### src/sv/afs_pkg.sv
// ---------------------------------------------------------------------------
// afs_pkg - shared types and constants for actuator feedback selection
// Field widths, selector and register codes, reset values and the lane
// result record passed from the conversion lanes to the output merge.
// ---------------------------------------------------------------------------
package afs_pkg;

  // sample and coefficient widths
  localparam int SAMPLE_BITS = 10;
  localparam int SCALE_W     = 17;
  localparam int BIAS_W      = 13;
  localparam int POS_W       = 15;
  localparam int NUM_AXES    = 4;
  localparam int AXIS_W      = 2;

  // scale is 2^-20 deg/count, result is 2^-10 deg
  localparam int FRAC_SHIFT  = 10;
  localparam int ROUND_HALF  = 512;
  localparam int PROD_W      = SAMPLE_BITS + SCALE_W;
  // product dominates the bias term for any SAMPLE_BITS >= 8
  localparam int SUM_W       = PROD_W + 1;
  localparam int Q_W         = SUM_W - FRAC_SHIFT;
  localparam int POS_MAX     = 16383;
  localparam int POS_MIN     = -16384;

  // input stream layout: eight samples, two selectors, faults, full flag
  localparam int SEL_L_LSB   = 8 * SAMPLE_BITS;
  localparam int SEL_R_LSB   = SEL_L_LSB + 2;
  localparam int FAULT_LSB   = SEL_R_LSB + 2;
  localparam int FULL_BIT    = FAULT_LSB + 4;
  localparam int IN_BITS     = FULL_BIT + 1;
  localparam int IN_W        = ((IN_BITS + 7) / 8) * 8;

  // output stream layout
  localparam int OUT_BITS    = 3 * POS_W + 1;
  localparam int OUT_W       = ((OUT_BITS + 7) / 8) * 8;
  localparam int OUT_USER_W  = AXIS_W + 1;

  // link fault bits
  localparam int FLT_L_ACT   = 0;
  localparam int FLT_L_STB   = 1;
  localparam int FLT_R_STB   = 2;
  localparam int FLT_R_ACT   = 3;

  // channel selector codes
  localparam logic [1:0] SEL_ACTIVE  = 2'd0;
  localparam logic [1:0] SEL_STANDBY = 2'd1;
  localparam logic [1:0] SEL_CHECK   = 2'd2;

  // configuration register indexes
  localparam logic [2:0] REG_L_PITCH_SCALE = 3'd0;
  localparam logic [2:0] REG_L_YAW_SCALE   = 3'd1;
  localparam logic [2:0] REG_R_PITCH_SCALE = 3'd2;
  localparam logic [2:0] REG_R_YAW_SCALE   = 3'd3;
  localparam logic [2:0] REG_L_PITCH_BIAS  = 3'd4;
  localparam logic [2:0] REG_L_YAW_BIAS    = 3'd5;
  localparam logic [2:0] REG_R_PITCH_BIAS  = 3'd6;
  localparam logic [2:0] REG_R_YAW_BIAS    = 3'd7;

  // reset values
  localparam logic signed [SCALE_W-1:0] RST_L_PITCH_SCALE = 17'sd17196;
  localparam logic signed [SCALE_W-1:0] RST_L_YAW_SCALE   = 17'sd17155;
  localparam logic signed [SCALE_W-1:0] RST_R_PITCH_SCALE = 17'sd17196;
  localparam logic signed [SCALE_W-1:0] RST_R_YAW_SCALE   = -17'sd17155;
  localparam logic signed [BIAS_W-1:0]  RST_L_PITCH_BIAS  = 13'sd75;
  localparam logic signed [BIAS_W-1:0]  RST_L_YAW_BIAS    = 13'sd435;
  localparam logic signed [BIAS_W-1:0]  RST_R_PITCH_BIAS  = 13'sd75;
  localparam logic signed [BIAS_W-1:0]  RST_R_YAW_BIAS    = -13'sd435;

  typedef logic signed [POS_W-1:0] pos_t;

  typedef struct packed {
    pos_t active_pos;
    pos_t standby_pos;
    pos_t selected;
    logic good;
  } afs_res_t;

endpackage

### src/sv/afs_lane.sv
// ---------------------------------------------------------------------------
// afs_lane - one axis: convert active/standby samples and pick a channel
// Multiply on load, then round, saturate and select on advance. Holds the
// selected position and data-good flag for its axis.
// ---------------------------------------------------------------------------
module afs_lane import afs_pkg::*; (
  input  logic                          clk,
  input  logic                          rst,
  input  logic                          load,
  input  logic                          advance,
  input  logic signed [SAMPLE_BITS-1:0] active_raw,
  input  logic signed [SAMPLE_BITS-1:0] standby_raw,
  input  logic signed [SCALE_W-1:0]     scale,
  input  logic signed [BIAS_W-1:0]      bias,
  input  logic [1:0]                    sel,
  input  logic                          act_fault,
  input  logic                          stb_fault,
  output afs_res_t                      res
);

  logic signed [PROD_W-1:0] prod_a;
  logic signed [PROD_W-1:0] prod_s;
  logic [1:0]               sel_r;
  logic                     af_r;
  logic                     sf_r;
  pos_t                     held_sel;
  logic                     held_good;
  pos_t                     pos_a;
  pos_t                     pos_s;
  pos_t                     held_sel_next;
  logic                     held_good_next;

  function automatic pos_t to_pos(input logic signed [PROD_W-1:0] prod,
                                  input logic signed [BIAS_W-1:0] b);
    logic signed [SUM_W-1:0] sum;
    logic signed [Q_W-1:0]   q;
    sum = SUM_W'(prod) + (SUM_W'(b) <<< FRAC_SHIFT) + SUM_W'(ROUND_HALF);
    q   = $signed(sum[SUM_W-1:FRAC_SHIFT]);   // floor
    if (q > Q_W'(POS_MAX)) begin
      to_pos = POS_W'(POS_MAX);
    end else if (q < Q_W'(POS_MIN)) begin
      to_pos = POS_W'(POS_MIN);
    end else begin
      to_pos = q[POS_W-1:0];
    end
  endfunction

  always_ff @(posedge clk) begin
    if (load) begin
      prod_a <= PROD_W'(active_raw) * PROD_W'(scale);
      prod_s <= PROD_W'(standby_raw) * PROD_W'(scale);
      sel_r  <= sel;
      af_r   <= act_fault;
      sf_r   <= stb_fault;
    end
  end

  assign pos_a = to_pos(prod_a, bias);
  assign pos_s = to_pos(prod_s, bias);

  always_comb begin
    held_sel_next  = held_sel;
    held_good_next = held_good;
    case (sel_r)
      SEL_CHECK: begin
        if (!af_r && !sf_r) begin
          held_good_next = 1'b1;
        end
      end
      default: begin
        // standby code and the unused code both fall back to standby
        if (sel_r == SEL_ACTIVE && !af_r) begin
          held_sel_next  = pos_a;
          held_good_next = 1'b1;
        end else if (!sf_r) begin
          held_sel_next  = pos_s;
          held_good_next = 1'b1;
        end else begin
          held_good_next = 1'b0;
        end
      end
    endcase
  end

  always_ff @(posedge clk) begin
    if (rst) begin
      held_sel  <= '0;
      held_good <= 1'b0;
    end else if (advance) begin
      held_sel  <= held_sel_next;
      held_good <= held_good_next;
    end
  end

  assign res.active_pos  = pos_a;
  assign res.standby_pos = pos_s;
  assign res.selected    = held_sel_next;
  assign res.good        = held_good_next;

  // both channels faulted under a switching selector drops the good flag
  a_both_faulted: assert property (@(posedge clk) disable iff (rst)
    advance && sel_r != SEL_CHECK && af_r && sf_r |=> !held_good)
    else $error("lane kept data-good with both channels faulted");

endmodule

### src/sv/afs_merge.sv
// ---------------------------------------------------------------------------
// afs_merge - gathers the four lane results and sends them one per request
// Four-entry result buffer with an axis counter; reloads when empty or as
// the last axis of the previous frame leaves.
// ---------------------------------------------------------------------------
module afs_merge import afs_pkg::*; (
  input  logic                  clk,
  input  logic                  rst,
  input  logic                  load,
  input  afs_res_t              lane_res [NUM_AXES],
  input  logic                  full,
  output logic                  can_load,
  output logic                  out_valid,
  input  logic                  out_ready,
  output logic [AXIS_W-1:0]     out_axis,
  output afs_res_t              out_res,
  output logic                  out_full,
  output logic                  out_last
);

  afs_res_t          buf_res [NUM_AXES];
  logic              full_r;
  logic [AXIS_W-1:0] idx;
  logic              valid;
  logic              take;
  logic              at_last;

  assign take     = valid && out_ready;
  assign at_last  = (idx == AXIS_W'(NUM_AXES - 1));
  assign can_load = !valid || (take && at_last);

  always_ff @(posedge clk) begin
    if (load) begin
      for (int i = 0; i < NUM_AXES; i++) begin
        buf_res[i].active_pos  <= full ? lane_res[i].active_pos  : '0;
        buf_res[i].standby_pos <= full ? lane_res[i].standby_pos : '0;
        buf_res[i].selected    <= lane_res[i].selected;
        buf_res[i].good        <= lane_res[i].good;
      end
      full_r <= full;
    end
  end

  always_ff @(posedge clk) begin
    if (rst) begin
      valid <= 1'b0;
      idx   <= '0;
    end else if (load) begin
      valid <= 1'b1;
      idx   <= '0;
    end else if (take) begin
      if (at_last) begin
        valid <= 1'b0;
      end
      idx <= idx + AXIS_W'(1);
    end
  end

  assign out_valid = valid;
  assign out_axis  = idx;
  assign out_res   = buf_res[idx];
  assign out_full  = full_r;
  assign out_last  = at_last;

  a_load_starts: assert property (@(posedge clk) disable iff (rst)
    load |=> valid && idx == '0)
    else $error("frame load did not restart at first axis");

  a_stall_holds: assert property (@(posedge clk) disable iff (rst)
    valid && !out_ready && !load |=> valid && $stable(idx))
    else $error("axis counter moved while stalled");

  a_step: assert property (@(posedge clk) disable iff (rst)
    take && !at_last |=> valid && idx == $past(idx) + AXIS_W'(1))
    else $error("axis counter skipped or dropped a result");

endmodule

### src/sv/actuator_feedback_select.sv
// ---------------------------------------------------------------------------
// actuator_feedback_select - actuator position conversion and channel pick
// Four parallel axis lanes scale, offset and saturate the active and
// standby samples, choose a channel per axis and keep held position and
// data-good state; a merge stage sends four axis results per frame.
//
// Channel   Dir  Handshake          Payload
// s_*       in   s_tvalid/s_tready  s_tdata: 8 samples, selects, faults, full
// m_*       out  m_tvalid/m_tready  m_tdata: positions, good; m_tuser: axis,
//                                   reported; m_tlast: last axis
// cfg_*     in   cfg_we             cfg_addr register index, cfg_wdata value
//
// The single result channel carries one axis result per cycle while m_tready
// is high. The first result shows in the cycle after the frame is taken from
// the product stage into the merge buffer; an input request is first
// registered in the product stage.
// Reset clears held positions and flags and restores default coefficients.
// A stalled output holds the buffer; one more frame waits in the product
// stage, and s_tready drops only when both are occupied.
// ---------------------------------------------------------------------------
module actuator_feedback_select import afs_pkg::*; (
  input  logic                   clk,
  input  logic                   rst,
  // request in
  input  logic                   s_tvalid,
  output logic                   s_tready,
  // [SAMPLE_BITS*k +: SAMPLE_BITS] samples k=0..7: left act pitch, left act
  // yaw, left stb pitch, left stb yaw, right act pitch, right act yaw,
  // right stb pitch, right stb yaw; then left_select[2], right_select[2],
  // link_faults[4], full_report[1], zero fill
  input  logic [IN_W-1:0]        s_tdata,
  // result out
  output logic                   m_tvalid,
  input  logic                   m_tready,
  // active_position[15], standby_position[15], selected_position[15],
  // data_good[1], zero fill
  output logic [OUT_W-1:0]       m_tdata,
  // axis[2], positions_reported[1]
  output logic [OUT_USER_W-1:0]  m_tuser,
  output logic                   m_tlast,   // last_axis
  // configuration
  input  logic                   cfg_we,
  input  logic [2:0]             cfg_addr,
  input  logic [SCALE_W-1:0]     cfg_wdata
);

  logic signed [SCALE_W-1:0] scale [NUM_AXES];
  logic signed [BIAS_W-1:0]  bias  [NUM_AXES];

  logic      s_take;      // input request accepted
  logic      b_valid;     // product stage occupied
  logic      b_full;      // full_report of that frame
  logic      can_load;
  logic      advance;     // product stage moves into merge buffer
  afs_res_t  lane_res [NUM_AXES];
  afs_res_t  out_res;
  logic [AXIS_W-1:0] out_axis;
  logic      out_full;

  // coefficient registers
  always_ff @(posedge clk) begin
    if (rst) begin
      scale[0] <= RST_L_PITCH_SCALE;
      scale[1] <= RST_L_YAW_SCALE;
      scale[2] <= RST_R_PITCH_SCALE;
      scale[3] <= RST_R_YAW_SCALE;
      bias[0]  <= RST_L_PITCH_BIAS;
      bias[1]  <= RST_L_YAW_BIAS;
      bias[2]  <= RST_R_PITCH_BIAS;
      bias[3]  <= RST_R_YAW_BIAS;
    end else if (cfg_we) begin
      case (cfg_addr)
        REG_L_PITCH_SCALE: scale[0] <= cfg_wdata;
        REG_L_YAW_SCALE:   scale[1] <= cfg_wdata;
        REG_R_PITCH_SCALE: scale[2] <= cfg_wdata;
        REG_R_YAW_SCALE:   scale[3] <= cfg_wdata;
        REG_L_PITCH_BIAS:  bias[0]  <= cfg_wdata[BIAS_W-1:0];
        REG_L_YAW_BIAS:    bias[1]  <= cfg_wdata[BIAS_W-1:0];
        REG_R_PITCH_BIAS:  bias[2]  <= cfg_wdata[BIAS_W-1:0];
        REG_R_YAW_BIAS:    bias[3]  <= cfg_wdata[BIAS_W-1:0];
        default: ;
      endcase
    end
  end

  // product stage control
  assign advance  = b_valid && can_load;
  assign s_tready = !b_valid || advance;
  assign s_take   = s_tvalid && s_tready;

  always_ff @(posedge clk) begin
    if (rst) begin
      b_valid <= 1'b0;
    end else if (s_take) begin
      b_valid <= 1'b1;
    end else if (advance) begin
      b_valid <= 1'b0;
    end
  end

  always_ff @(posedge clk) begin
    if (s_take) begin
      b_full <= s_tdata[FULL_BIT];
    end
  end

  // one lane per axis; left axes use left selector and left fault bits
  for (genvar ax = 0; ax < NUM_AXES; ax++) begin : g_lane
    localparam int ACT_K = (ax < 2) ? ax : ax + 2;
    localparam int STB_K = ACT_K + 2;
    localparam int SEL_LSB = (ax < 2) ? SEL_L_LSB : SEL_R_LSB;
    localparam int AF_BIT  = FAULT_LSB + ((ax < 2) ? FLT_L_ACT : FLT_R_ACT);
    localparam int SF_BIT  = FAULT_LSB + ((ax < 2) ? FLT_L_STB : FLT_R_STB);

    afs_lane u_lane (
      .clk         (clk),
      .rst         (rst),
      .load        (s_take),
      .advance     (advance),
      .active_raw  ($signed(s_tdata[SAMPLE_BITS*ACT_K +: SAMPLE_BITS])),
      .standby_raw ($signed(s_tdata[SAMPLE_BITS*STB_K +: SAMPLE_BITS])),
      .scale       (scale[ax]),
      .bias        (bias[ax]),
      .sel         (s_tdata[SEL_LSB +: 2]),
      .act_fault   (s_tdata[AF_BIT]),
      .stb_fault   (s_tdata[SF_BIT]),
      .res         (lane_res[ax])
    );
  end

  afs_merge u_merge (
    .clk       (clk),
    .rst       (rst),
    .load      (advance),
    .lane_res  (lane_res),
    .full      (b_full),
    .can_load  (can_load),
    .out_valid (m_tvalid),
    .out_ready (m_tready),
    .out_axis  (out_axis),
    .out_res   (out_res),
    .out_full  (out_full),
    .out_last  (m_tlast)
  );

  assign m_tdata = {(OUT_W - OUT_BITS)'(0), out_res.good, out_res.selected,
                    out_res.standby_pos, out_res.active_pos};
  assign m_tuser = {out_full, out_axis};

  a_take_fills: assert property (@(posedge clk) disable iff (rst)
    s_take |=> b_valid)
    else $error("accepted frame lost before product stage");

endmodule
### config.mk
export PLATFORM = sky130hd
export DESIGN_NAME = actuator_feedback_select
export DESIGN_NICKNAME = d
export VERILOG_FILES = /design/src/sv/afs_pkg.sv /design/src/sv/afs_lane.sv /design/src/sv/afs_merge.sv /design/src/sv/actuator_feedback_select.sv
export SDC_FILE = /design/constraint.sdc
export NUM_CORES = 2
export LEC_CHECK = 0
export BUFFER_PORTS_ARGS = -buffer_cell sky130_fd_sc_hd__buf_2
export CAP_MARGIN = 15
export CORE_UTILIZATION = 60
export CTS_CLUSTER_SIZE = 12
export DETAILED_ROUTE_END_ITERATION = 7
export MAX_ROUTING_LAYER = met4
export PLACE_DENSITY = 0.84
export REMOVE_ABC_BUFFERS = 1
export SLEW_MARGIN = 20
export SYNTH_ARGS = -nofsm -noshare
export SYNTH_HDL_FRONTEND = slang
export SYNTH_SLANG_ARGS = --single-unit
### constraint.sdc
create_clock -name clk -period 7.6 [get_ports clk]
set_input_delay 1.52 -clock clk [delete_from_list [all_inputs] [get_ports clk]]
set_output_delay 1.52 -clock clk [all_outputs]
set_load 0.02 [all_outputs]
# Word-level counts from Yosys, hierarchy flattened
# Memories as Yosys holds them, arrays and structs flattened. A register that Yosys moved wholly into a read port is not among the register bits.
# Index checks and enable logic that the tools add are counted.
# word_totals
regBits,294
ramBits,304
out_inout_bits,54
word_cells,212
memories,3
# memory_table
memory,words,width,rd,rd_clocked_by_memory_dff,wr,line,rtl
u_merge.buf_res,4,46,1,1,4,afs_merge.sv:21,afs_res_t buf_res [NUM_AXES];
scale,4,17,4,0,4,actuator_feedback_select.sv:47,logic signed [SCALE_W-1:0] scale [NUM_AXES];
bias,4,13,4,0,4,actuator_feedback_select.sv:48,logic signed [BIAS_W-1:0] bias [NUM_AXES];
# classes
addsub,17
multipliers,8
magnitude_cmp,16
n_eq_ne,10
mux,99
bitwise,8
reduce_logical,24
# ops
op,count
$mux W15,36
$add A27 B23 Y28,8
$add A28 B11 Y28 const B,8
$mul A10 B17 Y27,8
$gt A18 B15 Y1 const B,8
$lt A18 B15 Y1 const B,8
$mux W17,4
$mux W1,53
$mux W13,4
$eq A3 B3 Y1 const B,4
$logic_and A1 B1 Y1,8
$or A1 B1 Y1,8
$eq A2 B2 Y1 const B,3
$eq A3 B2 Y1 const B,2
$logic_not A1 Y1,6
$reduce_bool A2 Y1,3
$logic_not A2 Y1,2
$mux W2,2
$eq A3 B1 Y1 const B,1
$logic_not A3 Y1,1
$add A2 B1 Y2 const B,1
$logic_or A1 B1 Y1,2
$reduce_and A2 Y1,1
$reduce_or A2 Y1,1

# Longest topological paths before layout
# An unclocked memory read counts as a cell.
# depth
depth_word,9
mapped_depth,24
depth_no_buf,22

# By module
# Synthesis repeated with hierarchy kept, for this count alone.
# unflattened
cells_unflattened,8086
hier_area_um2,77237.8
# modules_own_cells
mod,instances,cells_each,area_each_um2,seq_area_each_um2
afs_lane (g_lane[2].u_lane),1,1869,16370.7,1521.5
afs_lane (g_lane[0].u_lane),1,1846,16141.7,1521.5
afs_lane (g_lane[1].u_lane),1,1859,16134.2,1521.5
afs_lane (g_lane[3].u_lane),1,1810,16104.2,1521.5
afs_merge,1,391,7717.4,5655.4
actuator_feedback_select,1,311,4769.6,3653.5

# Worst setup path after synthesis
# OpenSTA, ideal clock, no wires.
# synth_timing
path_kind,input to register
start,input m_tready
end,"memory u_merge.buf_res[0][0] (netlist name), enable pin"
setup_time_ps,622
arrival_time_ps,7652
required_time_ps,6978
slack_ps,-674
path_stages,6
n_path_buf,3
cell_sequence,a21boi_0 -> nand2b_1 -> clkbuf_1 -> inv_2 -> clkbuf_1 -> clkbuf_1
# synth_rtl
item,line,rtl
"start, declared",actuator_feedback_select.sv:34,"input logic m_tready,"
"end, declared",afs_merge.sv:21,

# Worst setup path in the final report
# layout_timing
start,input s_tdata[21]
end,register g_lane[0].u_lane.prod_s[26] (data pin)
# layout_between
elab_chain_cells,1
# layout_rtl
item,line,rtl
"start, declared",actuator_feedback_select.sv:31,"input logic [IN_W-1:0] s_tdata,"
$mul A10 B17 Y27,afs_lane.sv:51,prod_s <= PROD_W'(standby_raw) * PROD_W'(scale);
"end signal, assigned",afs_lane.sv:51,
"end, declared",afs_lane.sv:22,logic signed [PROD_W-1:0] prod_s;
# Every way passes these cells.
# A chain may end at the register's enable or synchronous reset.

==> flow_summary.ini <==
[finish]
final_common_cell = inv_1
design_area_mm2 = 0.07962
final_cell_mix = inv_1 (1,564), fa_1 (1,176), nand2_1 (933)
syn_to_final_growth_pct = 5.594
drive_gt1_frac = 0.05588
nets = 9812
fillers = 9533

[floorplanning]
coreArea_mm2 = 0.1241
pin_count = 175
row_count = 129
initial_core_util = 0.6075
die_x_um = 356.5
die_h_um = 356.5
dieArea_mm2 = 0.1271

[sta]
fin_crit_sh = 0.9139
final-hold-violation-count = 0
finalMaxSlewViolations = 0
finalSetupViolCount = 0
slew_headroom = 0.1043
min_period_ns = 6.945
rsz0062_at_grt = false
max_freq_mhz = 144.0
worst_pin_slew_ns = 1.332
finClkSkew_ns = 0.03550
setup_tns_ns = 0

[clock_tree]
cts_root_buffer = clkbuf_16
clkLatencyLatePin_ns = 0.66
cts_resized = 0
cts_hold_buf = 0
cts_tree = built
clk_pin_slew_ns = 0.06
cts_sinks = 528
postCtsSetupBuffers = 0
cts-buffers-inserted = 59
clk_path_buf_depth = 3
htree_levels = 2

[critical_path]
worst_setup_path_startpoint = s_tdata[21]
cp_data_required_time_ns = 7.98
critPathLaunchType = input port
rr_startpoint = scale[0][5]
endpoint = g_lane[0].u_lane.prod_s[26]
cp.arrival_ns = 7.33
rr_worst_depth = 20
worstSetupEndpointType = register
worst-setup-path-type = input port to register
cp_max_fo = 17
regToRegSetupSlack_ns = 0.81
r2r-end = g_lane[0].u_lane.prod_s[26]

[run]
maxCapViolations = 0

[synth]
synth_edf_count = 458
ys_types = 112
synthArstFlopShare = 0
yosys_warnings = 0
ys_seq_elements = 528
syn_area_mm2 = 0.07540
ys_seq_area_frac = 0.2010
syn_avg_cell_area_um2 = 9.486
synth_flop_cell = edfxtp_1
synthCells = 7949

[route]
ant_nets = 0
drtIter0Drc = 5645
wl_per_cell_um = 20.33
drc = 0
drt_wl_total_mm = 195.6
vias = 56628
dr.pass1.iters = 8
viasPerCell = 5.885

[grt]
grt_pass1_wl_mm = 312.7
antenna_found_initial = 36
overflow = 0
grt_max_degree = 154
grt_use_total = 0.3239
grt_pass1_vias = 59620

[power_and_ir_drop]
peakVddDrop_mv = 0.3403
power_density_mw_per_mm2 = 469.7
p_leak_nw = 37.65

[place]
port-buffer-count = 165
placed_area_mm2 = 0.07751
globalplace.congestion = 0.9855
dpl.hpwl_mm = 155.2

[worst_hold_path]
hp-class = register to register

[run_status]
outcome = finished clean
-- worst max-delay path: stages --
cell       delay (ns)
buf_2            0.32
nand2_1          0.14
fa_1             0.52
fa_1             0.52
inv_1            0.04
ha_1             0.29
fa_1             0.50
inv_1            0.05
fa_1             0.48
inv_1            0.04
ha_1             0.30
a2111oi_0        0.49
o21ai_1          0.18
a32o_1           0.34
nand3_1          0.15
a21boi_1         0.11
o31a_1           0.32
o41ai_2          0.37
nor2b_1          0.13
a311oi_1         0.39
xnor2_1          0.12
-- logic make-up after synthesis --
group,Yosys count,synth area share
AO/OA/AOI/OAI,994,0.09015
XOR/XNOR,276,0.03241
adder cells (fa/ha/maj),1793,0.4146
buffers and inverters,1913,0.09573
flip-flops,528,0.2010
multiplexers,55,0.01497
other,1,0.00004973
AND/OR/NAND/NOR,2389,0.1511
-- synthesized netlist by cell type, types with 46 or more instances --
library cell	number	area [um2]
or3_1	62	387.9
a21o_1	81	608.1
nand2b_1	86	538.0
xor2_1	71	621.9
nor2b_1	72	450.4
ha_1	617	7720
nor3_1	87	435.4
fa_1	1176	23540
o21a_1	109	818.3
o21ai_0	164	820.8
inv_1	1565	5874
mux4_2	46	1036
clkbuf_1	322	1209
nand2_1	933	3502
a21oi_1	251	1256
dfxtp_1	70	1401
nand3_1	47	235.2
nor2_1	450	1689
edfxtp_1	458	13750
and2_1	562	3516
xnor2_1	203	1778
-- final cells by class --
cell class,instances,area (um2),share of cell area
Tap cell,1637,2048,0.02572
Inverter,1567,5889,0.07397
Antenna cell,40,100.1,0.001257
Multi-Input combinational cell,5509,53080,0.6666
Clock buffer,77,1614,0.02027
Clock inverter,32,380.4,0.004777
Sequential cell,528,15160,0.1904
Timing Repair Buffer,233,1349,0.01694
-- worst min-delay path by stage --
stage	endpoint	start	slack, ns	cells after the start
3_3_place_gp	g_lane[3].u_lane.held_sel[10]	g_lane[3].u_lane.held_sel[10]	0.43	2
5_1_grt	g_lane[1].u_lane.held_sel[0]	g_lane[1].u_lane.held_sel[0]	0.49	2
3_5_place_dp	g_lane[2].u_lane.held_sel[0]	g_lane[2].u_lane.held_sel[0]	0.44	2
6_report	g_lane[2].u_lane.held_sel[0]	g_lane[2].u_lane.held_sel[0]	0.46	2
2_1_floorplan	g_lane[2].u_lane.held_sel[0]	g_lane[2].u_lane.held_sel[0]	0.42	2
4_1_cts	g_lane[2].u_lane.held_sel[0]	g_lane[2].u_lane.held_sel[0]	0.46	2
-- report_power, final --
group          internal (mW)  switching, mW
logic                   11.6           17.0
clock network           1.73           1.23
registers               5.33          0.543
total                   18.7           18.7
-- metal layers --
| layer | GRT usage | part of all wire |
|---|---|---|
| met1 | 0.4063 | 0.38 |
| met4 | 0.1232 | 0.040 |
| met5 | - | 0 |
| met2 | 0.5135 | 0.47 |
| met3 | 0.07151 | 0.11 |
-- metrics by stage --
stage	power (mW)	worst slack, ns	utilization	hold slack (ns)	cells
after detailed placement	34.02	0.02880	0.6245	0.4427	9474
after global placement	32.80	0.2959	0.6244	0.4327	9474
after floorplan	26.65	0.8949	-	0.4249	7604
final	37.40	0.6546	0.6415	0.4550	9623
after CTS	37.21	0.6954	0.6406	0.4567	9583
after global routing	41.03	0.3278	0.6413	0.4875	9611
-- sequential cells by signal (all words and copies together) (netlist names), named ones only --
register	count
b_valid	1
u_merge.out_full	1
u_merge.buf_res	184
scale	68
g_lane.u_lane.prod_a	72
bias	52
u_merge.out_valid	1
g_lane.u_lane.held_good	4
g_lane.u_lane.sf_r	2
g_lane.u_lane.af_r	2
g_lane.u_lane.prod_s	72
g_lane.u_lane.held_sel	60
b_full	1
u_merge.out_axis	2
g_lane.u_lane.sel_r	4
No activity file was read; power rests on OpenSTA's default activity.
